[src/design/csdf_pkg.sv]
package csdf_pkg;

  localparam logic [7:0] START_BYTE = 8'hFD;
  localparam logic [7:0] END_BYTE   = 8'hBF;
  localparam logic [3:0] MAX_LEN    = 4'd8;

  localparam int unsigned DATA_BYTES = 8;
  localparam int unsigned MATCH_W    = 4;
  localparam int unsigned ENTRY_W    = 24;
  localparam int unsigned ID_W       = 12;
  localparam int unsigned LEN_W      = 4;
  localparam int unsigned COUNT_W    = 3;
  localparam int unsigned ADDR_W     = 5;
  localparam int unsigned DATA_W     = 32;
  localparam int unsigned REG_IDX_W  = 3;

  // Frame queue between parser and filter stage
  localparam int unsigned Q_DEPTH = 2;
  localparam int unsigned Q_AW    = 1;
  localparam int unsigned Q_CW    = 2;

  localparam logic [REG_IDX_W-1:0] REG_FILTER_COUNT = 3'd0;
  localparam logic [REG_IDX_W-1:0] REG_ENTRY_BASE   = 3'd1;

  typedef enum logic [4:0] {
    PH_HUNT   = 5'b00001,
    PH_HEADER = 5'b00010,
    PH_IDLOW  = 5'b00100,
    PH_DATA   = 5'b01000,
    PH_END    = 5'b10000
  } phase_t;

  typedef struct packed {
    logic [ID_W-1:0]           id;
    logic [LEN_W-1:0]          length;
    logic [DATA_BYTES-1:0][7:0] data;
  } frame_t;

  typedef struct packed {
    logic full;
    logic empty;
  } q_status_t;

endpackage

[src/design/csdf_parser.sv]
module csdf_parser
  import csdf_pkg::*;
(
  input  logic       clk,
  input  logic       rst_n,
  input  logic       byte_valid,
  input  logic [7:0] rx_byte,
  output logic       frame_valid,
  output frame_t     frame
);

  phase_t                     phase_r, phase_nxt;
  logic [LEN_W-1:0]           left_r, left_nxt;
  logic [LEN_W-1:0]           len_r, len_nxt;
  logic [ID_W-1:0]            id_r, id_nxt;
  logic [DATA_BYTES-1:0][7:0] data_r, data_nxt;
  logic [LEN_W-1:0]           left_dec;
  logic [2:0]                 pos;

  assign left_dec = left_r - 4'd1;
  assign pos      = len_r[2:0] - left_r[2:0];

  always_comb begin
    phase_nxt   = phase_r;
    left_nxt    = left_r;
    len_nxt     = len_r;
    id_nxt      = id_r;
    data_nxt    = data_r;
    frame_valid = 1'b0;
    unique case (phase_r)
      PH_HEADER: begin
        if (rx_byte[7:4] > MAX_LEN) begin
          phase_nxt = PH_HUNT;
        end else begin
          len_nxt   = rx_byte[7:4];
          id_nxt    = {rx_byte[3:0], 8'h00};
          phase_nxt = PH_IDLOW;
        end
      end
      PH_IDLOW: begin
        id_nxt    = {id_r[ID_W-1:8], rx_byte};
        left_nxt  = len_r;
        phase_nxt = (len_r == '0) ? PH_END : PH_DATA;
      end
      PH_DATA: begin
        data_nxt[pos] = rx_byte;
        left_nxt = left_dec;
        if (left_dec == '0) begin
          phase_nxt = PH_END;
        end
      end
      PH_END: begin
        frame_valid = byte_valid && (rx_byte == END_BYTE);
        phase_nxt   = PH_HUNT;
      end
      default: begin
        phase_nxt = (rx_byte == START_BYTE) ? PH_HEADER : PH_HUNT;
      end
    endcase
  end

  assign frame.id     = id_r;
  assign frame.length = len_r;
  assign frame.data   = data_r;

  always_ff @(posedge clk) begin
    if (!rst_n) begin
      phase_r <= PH_HUNT;
      left_r  <= '0;
      len_r   <= '0;
      id_r    <= '0;
      data_r  <= '0;
    end else if (byte_valid) begin
      phase_r <= phase_nxt;
      left_r  <= left_nxt;
      len_r   <= len_nxt;
      id_r    <= id_nxt;
      data_r  <= data_nxt;
    end
  end

endmodule

[src/design/csdf_queue.sv]
module csdf_queue
  import csdf_pkg::*;
(
  input  logic      clk,
  input  logic      rst_n,
  input  logic      wr_en,
  input  frame_t    wr_frame,
  input  logic      rd_en,
  output frame_t    rd_frame,
  output q_status_t status
);

  frame_t          mem_r [Q_DEPTH];
  logic [Q_AW-1:0] wr_ptr_r;
  logic [Q_AW-1:0] rd_ptr_r;
  logic [Q_CW-1:0] count_r;
  logic            do_wr;
  logic            do_rd;

  assign status.full  = (count_r == Q_CW'(Q_DEPTH));
  assign status.empty = (count_r == '0);
  assign do_wr        = wr_en && !status.full;
  assign do_rd        = rd_en && !status.empty;
  assign rd_frame     = mem_r[rd_ptr_r];

  always_ff @(posedge clk) begin
    if (do_wr) begin
      mem_r[wr_ptr_r] <= wr_frame;
    end
  end

  always_ff @(posedge clk) begin
    if (!rst_n) begin
      wr_ptr_r <= '0;
      rd_ptr_r <= '0;
      count_r  <= '0;
    end else begin
      if (do_wr) begin
        wr_ptr_r <= wr_ptr_r + 1'b1;
      end
      if (do_rd) begin
        rd_ptr_r <= rd_ptr_r + 1'b1;
      end
      case ({do_wr, do_rd})
        2'b10:   count_r <= count_r + 1'b1;
        2'b01:   count_r <= count_r - 1'b1;
        default: count_r <= count_r;
      endcase
    end
  end

endmodule

[src/design/csdf_filter.sv]
module csdf_filter
  import csdf_pkg::*;
#(
  parameter int unsigned FILTER_ENTRIES = 4
) (
  input  logic                                    clk,
  input  logic                                    rst_n,
  input  logic [COUNT_W-1:0]                      filter_count,
  input  logic [FILTER_ENTRIES-1:0][ENTRY_W-1:0]  filter_entry,
  input  logic                                    q_empty,
  input  frame_t                                  q_frame,
  output logic                                    q_pop,
  output logic                                    out_valid,
  input  logic                                    out_take,
  output frame_t                                  out_frame,
  output logic [MATCH_W-1:0]                      out_match
);

  logic                 valid_r;
  frame_t               frame_r;
  logic [MATCH_W-1:0]   match_r;
  logic [MATCH_W-1:0]   match_nxt;
  logic [ID_W-1:0]      id_mask;
  logic [ID_W-1:0]      id_value;

  always_comb begin
    match_nxt = '0;
    id_mask   = '0;
    id_value  = '0;
    for (int i = 0; i < FILTER_ENTRIES; i++) begin
      id_mask  = filter_entry[i][ENTRY_W-1:ID_W];
      id_value = filter_entry[i][ID_W-1:0];
      if ((COUNT_W'(i) < filter_count) && ((q_frame.id & id_mask) == id_value)) begin
        match_nxt[i] = 1'b1;
      end
    end
  end

  // Refill the output register when it is free or being drained
  assign q_pop     = !q_empty && (!valid_r || out_take);
  assign out_valid = valid_r;
  assign out_frame = frame_r;
  assign out_match = match_r;

  always_ff @(posedge clk) begin
    if (q_pop) begin
      frame_r <= q_frame;
      match_r <= match_nxt;
    end
  end

  always_ff @(posedge clk) begin
    if (!rst_n) begin
      valid_r <= 1'b0;
    end else if (q_pop) begin
      valid_r <= 1'b1;
    end else if (out_take) begin
      valid_r <= 1'b0;
    end
  end

endmodule

[src/design/can_serial_frame_deframer_filter_core.sv]
// Channel   Handshake            Payload
// input     push / full          in_rx_byte
// result    pop / empty          out_frame_id, out_frame_length, out_frame_data,
//                                out_match_mask
// config    psel/penable/pwrite  paddr, pwdata, prdata, pready
//
// One byte is taken per cycle while full is low; an accepted end byte writes
// the frame to the queue, which refills the output register when it is free.
// A two-entry frame queue sits between the byte parser and the filter stage.
// Synchronous reset clears parse state, filter registers, queue and output valid.
// full rises only with two frames queued; a low pop keeps the output register.
module can_serial_frame_deframer_filter_core
  import csdf_pkg::*;
#(
  parameter int unsigned FILTER_ENTRIES = 4
) (
  input  logic               clk,
  input  logic               rst_n,
  input  logic               push,
  output logic               full,
  input  logic [7:0]         in_rx_byte,
  output logic               empty,
  input  logic               pop,
  output logic [ID_W-1:0]    out_frame_id,
  output logic [LEN_W-1:0]   out_frame_length,
  output logic [63:0]        out_frame_data,
  output logic [MATCH_W-1:0] out_match_mask,
  input  logic               psel,
  input  logic               penable,
  input  logic               pwrite,
  input  logic [ADDR_W-1:0]  paddr,
  input  logic [DATA_W-1:0]  pwdata,
  output logic [DATA_W-1:0]  prdata,
  output logic               pready
);

  logic [COUNT_W-1:0]                     count_r;
  logic [FILTER_ENTRIES-1:0][ENTRY_W-1:0] entry_r;
  logic [REG_IDX_W-1:0]                   reg_idx;
  logic                                   cfg_wr;
  logic                                   byte_acc;
  logic                                   frame_valid;
  frame_t                                 frame;
  frame_t                                 q_frame;
  q_status_t                              q_status;
  logic                                   q_pop;
  logic                                   out_valid;
  frame_t                                 out_frame;

  assign pready  = 1'b1;
  assign reg_idx = paddr[ADDR_W-1:2];
  assign cfg_wr  = psel && penable && pwrite && pready;

  always_ff @(posedge clk) begin
    if (!rst_n) begin
      count_r <= '0;
      entry_r <= '0;
    end else if (cfg_wr) begin
      if (reg_idx == REG_FILTER_COUNT) begin
        count_r <= pwdata[COUNT_W-1:0];
      end
      for (int i = 0; i < FILTER_ENTRIES; i++) begin
        if (reg_idx == REG_IDX_W'(REG_ENTRY_BASE + i)) begin
          entry_r[i] <= pwdata[ENTRY_W-1:0];
        end
      end
    end
  end

  always_comb begin
    prdata = '0;
    if (reg_idx == REG_FILTER_COUNT) begin
      prdata = DATA_W'(count_r);
    end
    for (int i = 0; i < FILTER_ENTRIES; i++) begin
      if (reg_idx == REG_IDX_W'(REG_ENTRY_BASE + i)) begin
        prdata = DATA_W'(entry_r[i]);
      end
    end
  end

  assign full     = q_status.full;
  assign byte_acc = push && !full;

  csdf_parser u_parser (
    .clk         (clk),
    .rst_n       (rst_n),
    .byte_valid  (byte_acc),
    .rx_byte     (in_rx_byte),
    .frame_valid (frame_valid),
    .frame       (frame)
  );

  csdf_queue u_queue (
    .clk      (clk),
    .rst_n    (rst_n),
    .wr_en    (frame_valid),
    .wr_frame (frame),
    .rd_en    (q_pop),
    .rd_frame (q_frame),
    .status   (q_status)
  );

  csdf_filter #(
    .FILTER_ENTRIES (FILTER_ENTRIES)
  ) u_filter (
    .clk          (clk),
    .rst_n        (rst_n),
    .filter_count (count_r),
    .filter_entry (entry_r),
    .q_empty      (q_status.empty),
    .q_frame      (q_frame),
    .q_pop        (q_pop),
    .out_valid    (out_valid),
    .out_take     (pop),
    .out_frame    (out_frame),
    .out_match    (out_match_mask)
  );

  assign empty            = !out_valid;
  assign out_frame_id     = out_frame.id;
  assign out_frame_length = out_frame.length;
  assign out_frame_data   = out_frame.data;

`ifndef ASSERT_OFF
  a_queue_no_overflow: assert property (@(posedge clk) disable iff (!rst_n)
    frame_valid |-> !q_status.full)
    else $error("frame queue overflow");

  a_queue_pop_nonempty: assert property (@(posedge clk) disable iff (!rst_n)
    q_pop |-> !q_status.empty)
    else $error("pop from empty frame queue");

  a_pop_fills_output: assert property (@(posedge clk) disable iff (!rst_n)
    q_pop |=> !empty)
    else $error("queued frame lost on its way to the output");

  a_match_in_range: assert property (@(posedge clk) disable iff (!rst_n)
    !empty |-> ((out_match_mask >> FILTER_ENTRIES) == '0))
    else $error("match bit set beyond the filter entries");
`endif

endmodule

[config.mk]
export PLATFORM = sky130hd
export DESIGN_NAME = can_serial_frame_deframer_filter_core
export DESIGN_NICKNAME = d
export VERILOG_FILES = /design/src/design/csdf_pkg.sv /design/src/design/csdf_parser.sv /design/src/design/csdf_queue.sv /design/src/design/csdf_filter.sv /design/src/design/can_serial_frame_deframer_filter_core.sv
export SDC_FILE = /design/constraint.sdc
export NUM_CORES = 1
export LEC_CHECK = 0
export ABC_AREA = 1
export BUFFER_PORTS_ARGS = -buffer_cell sky130_fd_sc_hd__buf_2
export CAP_MARGIN = 20
export CELL_PAD_IN_SITES_DETAIL_PLACEMENT = 1
export CELL_PAD_IN_SITES_GLOBAL_PLACEMENT = 1
export CORE_UTILIZATION = 50
export CTS_BUF_LIST = sky130_fd_sc_hd__clkbuf_4
export DETAILED_ROUTE_END_ITERATION = 8
export HOLD_SLACK_MARGIN = 0.05
export PLACE_DENSITY_LB_ADDON = 0.1
export SETUP_SLACK_MARGIN = 0.2
export SYNTH_ARGS = -nofsm -noshare
export SYNTH_HDL_FRONTEND = slang
export SYNTH_SLANG_ARGS = --single-unit
[constraint.sdc]
create_clock -name clk -period 14.6 [get_ports clk]
set_input_delay 1.46 -clock clk [delete_from_list [all_inputs] [get_ports clk]]
set_output_delay 1.46 -clock clk [all_outputs]
set_load 0.03 [all_outputs]
; ---- Word level (Yosys, flattened, before mapping)
; Memories as Yosys holds them, arrays and structs flattened. A register that Yosys moved wholly into a read port is not among the register bits.
; Index checks and enable logic that the tools add are counted.
[totals]
n_memories = 1
register_bits = 277
out_inout_bits = 119
inputBits = 52
ramBits = 160
[memory_table]
columns = name, words, width, read_ports, rd_ports_with_merged_regs, write_ports, line
row1 = u_queue.mem_r, 2, 80, 1, 1, 1, csdf_queue.sv:13  ; frame_t mem_r [Q_DEPTH];
[classes]
reduce_logical = 35
muxes = 28
magnitude_cmp = 7
bitwise = 6
eq_ne = 19
add_sub_neg = 6
[op_table]
columns = op, n
row1 = two-way mux 32 bit, 4
row2 = bitwise mux 64 bit, 1
row3 = bitwise AND 12 bit, 4
row4 = equality test 12 bit, 4
row5 = demux 8 bit (select 3 bit), 1
row6 = case mux 12 bit (2 select lines), 1
row7 = case mux 5 bit (4 select lines), 1
row8 = equality test 8 bit (second input constant), 2
row9 = AND reduction 2 bit, 8
row10 = logical AND 1 bit, 12
row11 = two-way mux 12 bit, 1
row12 = two-way mux 1 bit, 11
row13 = two-way mux 5 bit, 2
row14 = zero test 4 bit, 2
row15 = two-way mux 8 bit, 1
row16 = case mux 4 bit (2 select lines), 1
row17 = nonzero test 2 bit, 4
row18 = equality test 3 x 2 -> 1 bit (second input constant), 2
row19 = < comparator 1 x 3 -> 1 bit (first input constant), 2
row20 = < comparator 2 x 3 -> 1 bit (first input constant), 2
row21 = two-way mux 3 bit, 2
row22 = AND reduction 3 bit, 2
row23 = equality test 5 x 2 -> 1 bit (second input constant), 1
row24 = equality test 5 x 3 -> 1 bit (second input constant), 1
row25 = other kinds (24), 29

; ---- Logic depth before layout (Yosys ltp)
[depth]
ltp_word = 8
ltp_mapped = 15
mapped_depth_nobuf = 14

; ---- Hierarchy
; Synthesis repeated with hierarchy kept, for this count alone.
[hier_totals]
hier_cells = 1879
hier_area_um2 = 18391.4
[by_module_without_submodules]
columns = mod, cells_per_inst, area_per_inst_um2, seq_area_each_um2, instances
row1 = csdf_queue, 289, 6426.2, 4904.7, 1
row2 = can_serial_frame_deframer_filter_core, 701, 4540.6, 1981.9, 1
row3 = csdf_parser, 558, 3839.9, 1781.7, 1
row4 = csdf_filter, 331, 3584.7, 2542.4, 1

; ---- Least setup slack after synthesis
; OpenSTA, ideal clock, no wires.
[synth_path]
kind = in2reg
startpoint = input port pop
endpoint = register u_queue.count_r[1]
setup_slack_ns = 7.545
required_time_ns = 14.478
stages = 7
n_path_buf = 0
t_arrival_ns = 6.933
path_cell_list = nor2_1 > a21oi_1 > ha_1 > a21oi_1 > o21ai_0 > o21ai_0 > a21oi_1
[synth_between]
elab_chain_len = 5
elab_cells_between_ends = 7
cone_classes = 2 x eq/ne / 1 x mux / 4 x reduce/logical
[synth_lines]
columns = item, line
row1 = from (decl), can_serial_frame_deframer_filter_core.sv:23  ; input logic pop,
row2 = logical OR 1 bit (*), csdf_filter.sv:40  ; assign q_pop = !q_empty && (!valid_r || out_take);
row3 = logical AND 1 bit (*), csdf_filter.sv:40
row4 = net q_pop, can_serial_frame_deframer_filter_core.sv:46  ; logic q_pop;
row5 = logical AND 1 bit (*), csdf_queue.sv:23  ; assign do_rd = rd_en && !status.empty;
row6 = equality test 2 x 1 -> 1 bit / equality test 2 bit (equally long branches), csdf_queue.sv:44  ; case ({do_wr, do_rd})
row7 = case mux 2 bit (2 select lines) / nonzero test 2 bit (equally long branches), --
row8 = to (signal assigned), csdf_queue.sv:45  ; 2'b10: count_r <= count_r + 1'b1;
row9 = to (signal assigned), csdf_queue.sv:46  ; 2'b01: count_r <= count_r - 1'b1;
row10 = to (signal assigned), csdf_queue.sv:47  ; default: count_r <= count_r;
row11 = to (decl), csdf_queue.sv:16  ; logic [Q_CW-1:0] count_r;
; The timed path passes the listed nets; every way through them passes the cells marked *.
; A chain may end at the register's enable or synchronous reset.

; ---- Final worst setup path
[layout_path]
startpoint = input port paddr[4]
endpoint = output port prdata[23]
[layout_between]
elab_chain_len = 5
elab_cells_between_ends = 8
cone_classes = 4 x eq/ne / 4 x mux
[layout_lines]
columns = item, line
row1 = from (decl), can_serial_frame_deframer_filter_core.sv:31  ; input logic [ADDR_W-1:0] paddr,
row2 = equality test 3 x 1 -> 1 bit, can_serial_frame_deframer_filter_core.sv:76  ; if (reg_idx == REG_IDX_W'(REG_ENTRY_BASE + i)) begin
row3 = two-way mux 32 bit (3 in series), can_serial_frame_deframer_filter_core.sv:76
row4 = two-way mux 32 bit (*), can_serial_frame_deframer_filter_core.sv:76
row5 = to (decl), can_serial_frame_deframer_filter_core.sv:33  ; output logic [DATA_W-1:0] prdata,
; Every way passes the cells marked *; elsewhere a longest branch is shown, timed or not.

==> metrics.md <==
| Metric | Value |
|---|---|
| I/O Pins | `171` |
| Top FF cell, synth | `edfxtp_1` |
| 1st-pass router iterations | `5` |
| Unique cell type count in the Yosys netlist | `34` |
| Root buf cell | `clkbuf_4` |
| Via count | `14089` |
| Clk_lat worst skew | `0.80 ns` |
| Post-Syn Instances | `1873` |
| Post-synth ARST share | `0%` |
| Die area | `35600 sq um` |
| Reg-to-reg startpoint | `u_parser.phase_r[0]` |
| Clock sinks | `438` |
| Vias/cell | `5.40` |
| Initial Utilization | `51.4%` |
| PwrDens | `162 nW/um^2` |
| Post-layout min period | `5.10 ns` |
| Area grow syn2layout | `14.6%` |
| Crit-path slowest cell | `inv_1` |
| Overall routing resource usage | `28.3%` |
| Area of the core | `33900 sq um` |
| EDFF count, synth | `244` |
| Synth area leader | `edfxtp_1` |
| Most common cell in the netlist | `nand2_1` |
| Max Clock Skew | `0.0286 ns` |
| Crit path cell chain | `buf_2 > inv_1 > nand3_1 > inv_1 > nand2_1 > o2111ai_1 > buf_2` |
| Initial drt markers | `737` |
| Dpl ws | `9.57 ns` |
| Synthesized cell area | `17400 sq um` |
| Internal | `0.00216 W` |
| Worst reg2reg endpoint | `u_queue.mem_r[0][4]` |
| Register area share after synthesis | `64.3%` |
| Post-Layout Cell Count | `2610` |
| First-pass GRT wire length | `77500 microns` |
| Status | `completed` |
| Initial antenna violation count | `1` |
| CTS HTree Levels | `3` |
| Standard-cell row count | `67` |
| Crit Path Max Fanout | `13` |
| Critical path required time | `13.14 ns` |
| Largest net degree at the start of global routing | `99` |
| Final Setup Violations | `0` |
| Die Height | `189 microns` |
| Fraction of layout cells with a size suffix above 1 | `17.2%` |
| Number of port buffers | `151` |
| Dpl cells | `2402` |
| Sw power | `0.00108 W` |
| CTS max path bufs | `3` |
| R2R Setup Slk | `11.65 ns` |
| Final worst-path cycle share | `34.9%` |
| Slew Viols, Final | `0` |
| PostCTS Resize Cnt | `0` |
| Cts hold-fix bufs | `0` |
| Crit path arrival time | `3.64 ns` |
| Clock Power Share | `32.7%` |
| Sequential group share of total power | `46.2%` |
| CP endpoint kind | `output port` |
| Slew headroom | `25.3%` |
| Worst path max stage delay | `0.79 ns` |
| Synth top cells by count | `nand2_1 (554), nor2_1 (271), edfxtp_1 (244), dfxtp_1 (194), o21ai_0 (167)` |
| GPL Wtd Cong | `0.872` |
| Slack of the critical path | `9.50 ns` |
| Hold Crit Class | `register to register` |
| Worst Tran Pin Value | `1.12 ns` |
| Combinational share of power | `21.1%` |
| Syn avg cell area | `9.30 sq um` |
| Max-cap viol count | `0` |
| Peak Freq | `196 MHz` |
| Antenna-violating nets left | `0` |
| Fin nets | `2123` |
| Number of global-route vias before repair | `14404` |
| Critical path startpoint category | `input port` |
| Peak supply drop | `0.264 mV` |
| Critical path class | `input port to output port` |
| Worst r2r path cells | `6` |
| CTS buffer count | `110` |
| Hold Path Depth | `0` |
| Syn. warnings | `0` |
| Hold-critical path endpoint | `u_queue.mem_r[1][42]` |
| Routed WL | `49900 microns` |
| # Post-CTS Setup Buffers | `0` |
| Wire length per cell | `19.1 microns` |
| P_leak | `8.08 nW` |
| Top-area cell type share of the netlist area | `42.1%` |
| Die X | `189 microns` |
| Post-DP HPWL | `31500 microns` |
| Setup TNS | `0 ns` |
| Startpoint of the worst hold path | `u_parser.frame[42]` |
| RSZ-0062 raised after global routing | `false` |
| Final Hold Vio Count | `0` |
| Largest cells by area after synthesis | `edfxtp_1 (42%), dfxtp_1 (22%), nand2_1 (12%)` |
| Clock-pin transition on the worst setup and hold timing paths | `0.06 ns` |
| Flops & latches, synth | `438` |
| Sw Share | `33.4%` |
| Residual DRC count | `0` |
| Gr ovfl total | `0` |
| CTS tree | `done` |
-- how the worst max path moves through the flow --
stage,startpoint,end,slack (ns),cells past startpoint
floorplan,pop,u_queue.count_r[1],7.55,7
global placement,paddr[4],prdata[9],9.56,7
detailed placement,paddr[4],prdata[23],9.57,7
CTS,paddr[4],prdata[23],9.57,7
global route,paddr[4],prdata[9],9.39,7
finish,paddr[4],prdata[23],9.50,7
-- power groups by stage --
stage / clock network [W] / registers (W) / logic, W
2_1_floorplan: 0 / 0.00172 / 0.000278
3_3_place_gp: 0 / 0.00152 / 0.000664
3_5_place_dp: 0 / 0.00152 / 0.000686
4_1_cts: 0.00109 / 0.00150 / 0.000691
5_1_grt: 0.00115 / 0.00151 / 0.000738
6_report: 0.00106 / 0.00150 / 0.000685
-- cell type report --
| class | instances | area (sq um) |
|---|---|---|
| clock buffers | 173 | 1300 |
| inverters | 107 | 403 |
| multi-input cells | 1244 | 5440 |
| well taps | 448 | 561 |
| flip-flops and latches | 438 | 11200 |
| fillers | 4004 | 13900 |
| repair buffers | 165 | 883 |
| diodes | 1 | 2.50 |
| clock inverters | 34 | 170 |
-- through the flow --
step	power, W	util, %	instance area (sq um)	hold WS (ns)
2_1_floorplan	0.00199	-	17400	0.420
3_3_place_gp	0.00218	54.5	18500	0.426
3_5_place_dp	0.00221	54.6	18500	0.438
4_1_cts	0.00328	59.0	20000	0.438
5_1_grt	0.00339	59.0	20000	0.449
6_report	0.00324	59.0	20000	0.447
-- kinds of logic after synthesis --
| family | Yosys count | synth area share [%] |
|---|---|---|
| xor gates and xnor gates | 2 | 0.101 |
| adders and majority gates | 5 | 0.402 |
| DFF | 438 | 64.3 |
| other | 2 | 0.0431 |
| AOI/OAI and AO/OA | 275 | 8.18 |
| and+or+nand+nor | 953 | 22.2 |
| buffers and inverters | 198 | 4.75 |
-- registers in the layout, indices dropped and copies added (netlist names), named ones only --
register            flops
u_parser.phase_r        5
u_parser.id_r          12
u_parser.frame         64
u_filter.out_match      4
u_filter.out_valid      1
u_queue.rd_ptr_r        1
u_queue.mem_r         160
count_r                 3
u_queue.wr_ptr_r        1
entry_r                96
u_queue.count_r         2
u_parser.left_r         4
u_filter.out_frame     80
u_parser.len_r          4
-- critical path, delay by kind of cell --
family	cells	cell delay, ns
simple gates	2	0.72
compound gates	1	0.17
buf+inv	4	1.28
-- metal layers --
metal / GRT usage, % / vias to the layer above / routed length (microns)
met1: 36.7 / 6927 / 21700
li1: - / 6626 / -
met3: 5.61 / 106 / 2910
met5: 0 / - / 0
met2: 46.8 / 430 / 24000
met4: 10.9 / 0 / 1310
-- cell usage in the layout (no fill, tap or decap), types with 34 or more instances in the layout --
cell / instances
a21oi_1: 86
buf_2: 150
clkbuf_4: 173
dfxtp_1: 193
edfxtp_1: 244
inv_1: 104
nand2_1: 554
nand3_1: 57
nor2_1: 268
nor3_1: 34
o21ai_0: 167
Note: power is estimated with default switching activity, not from simulation.
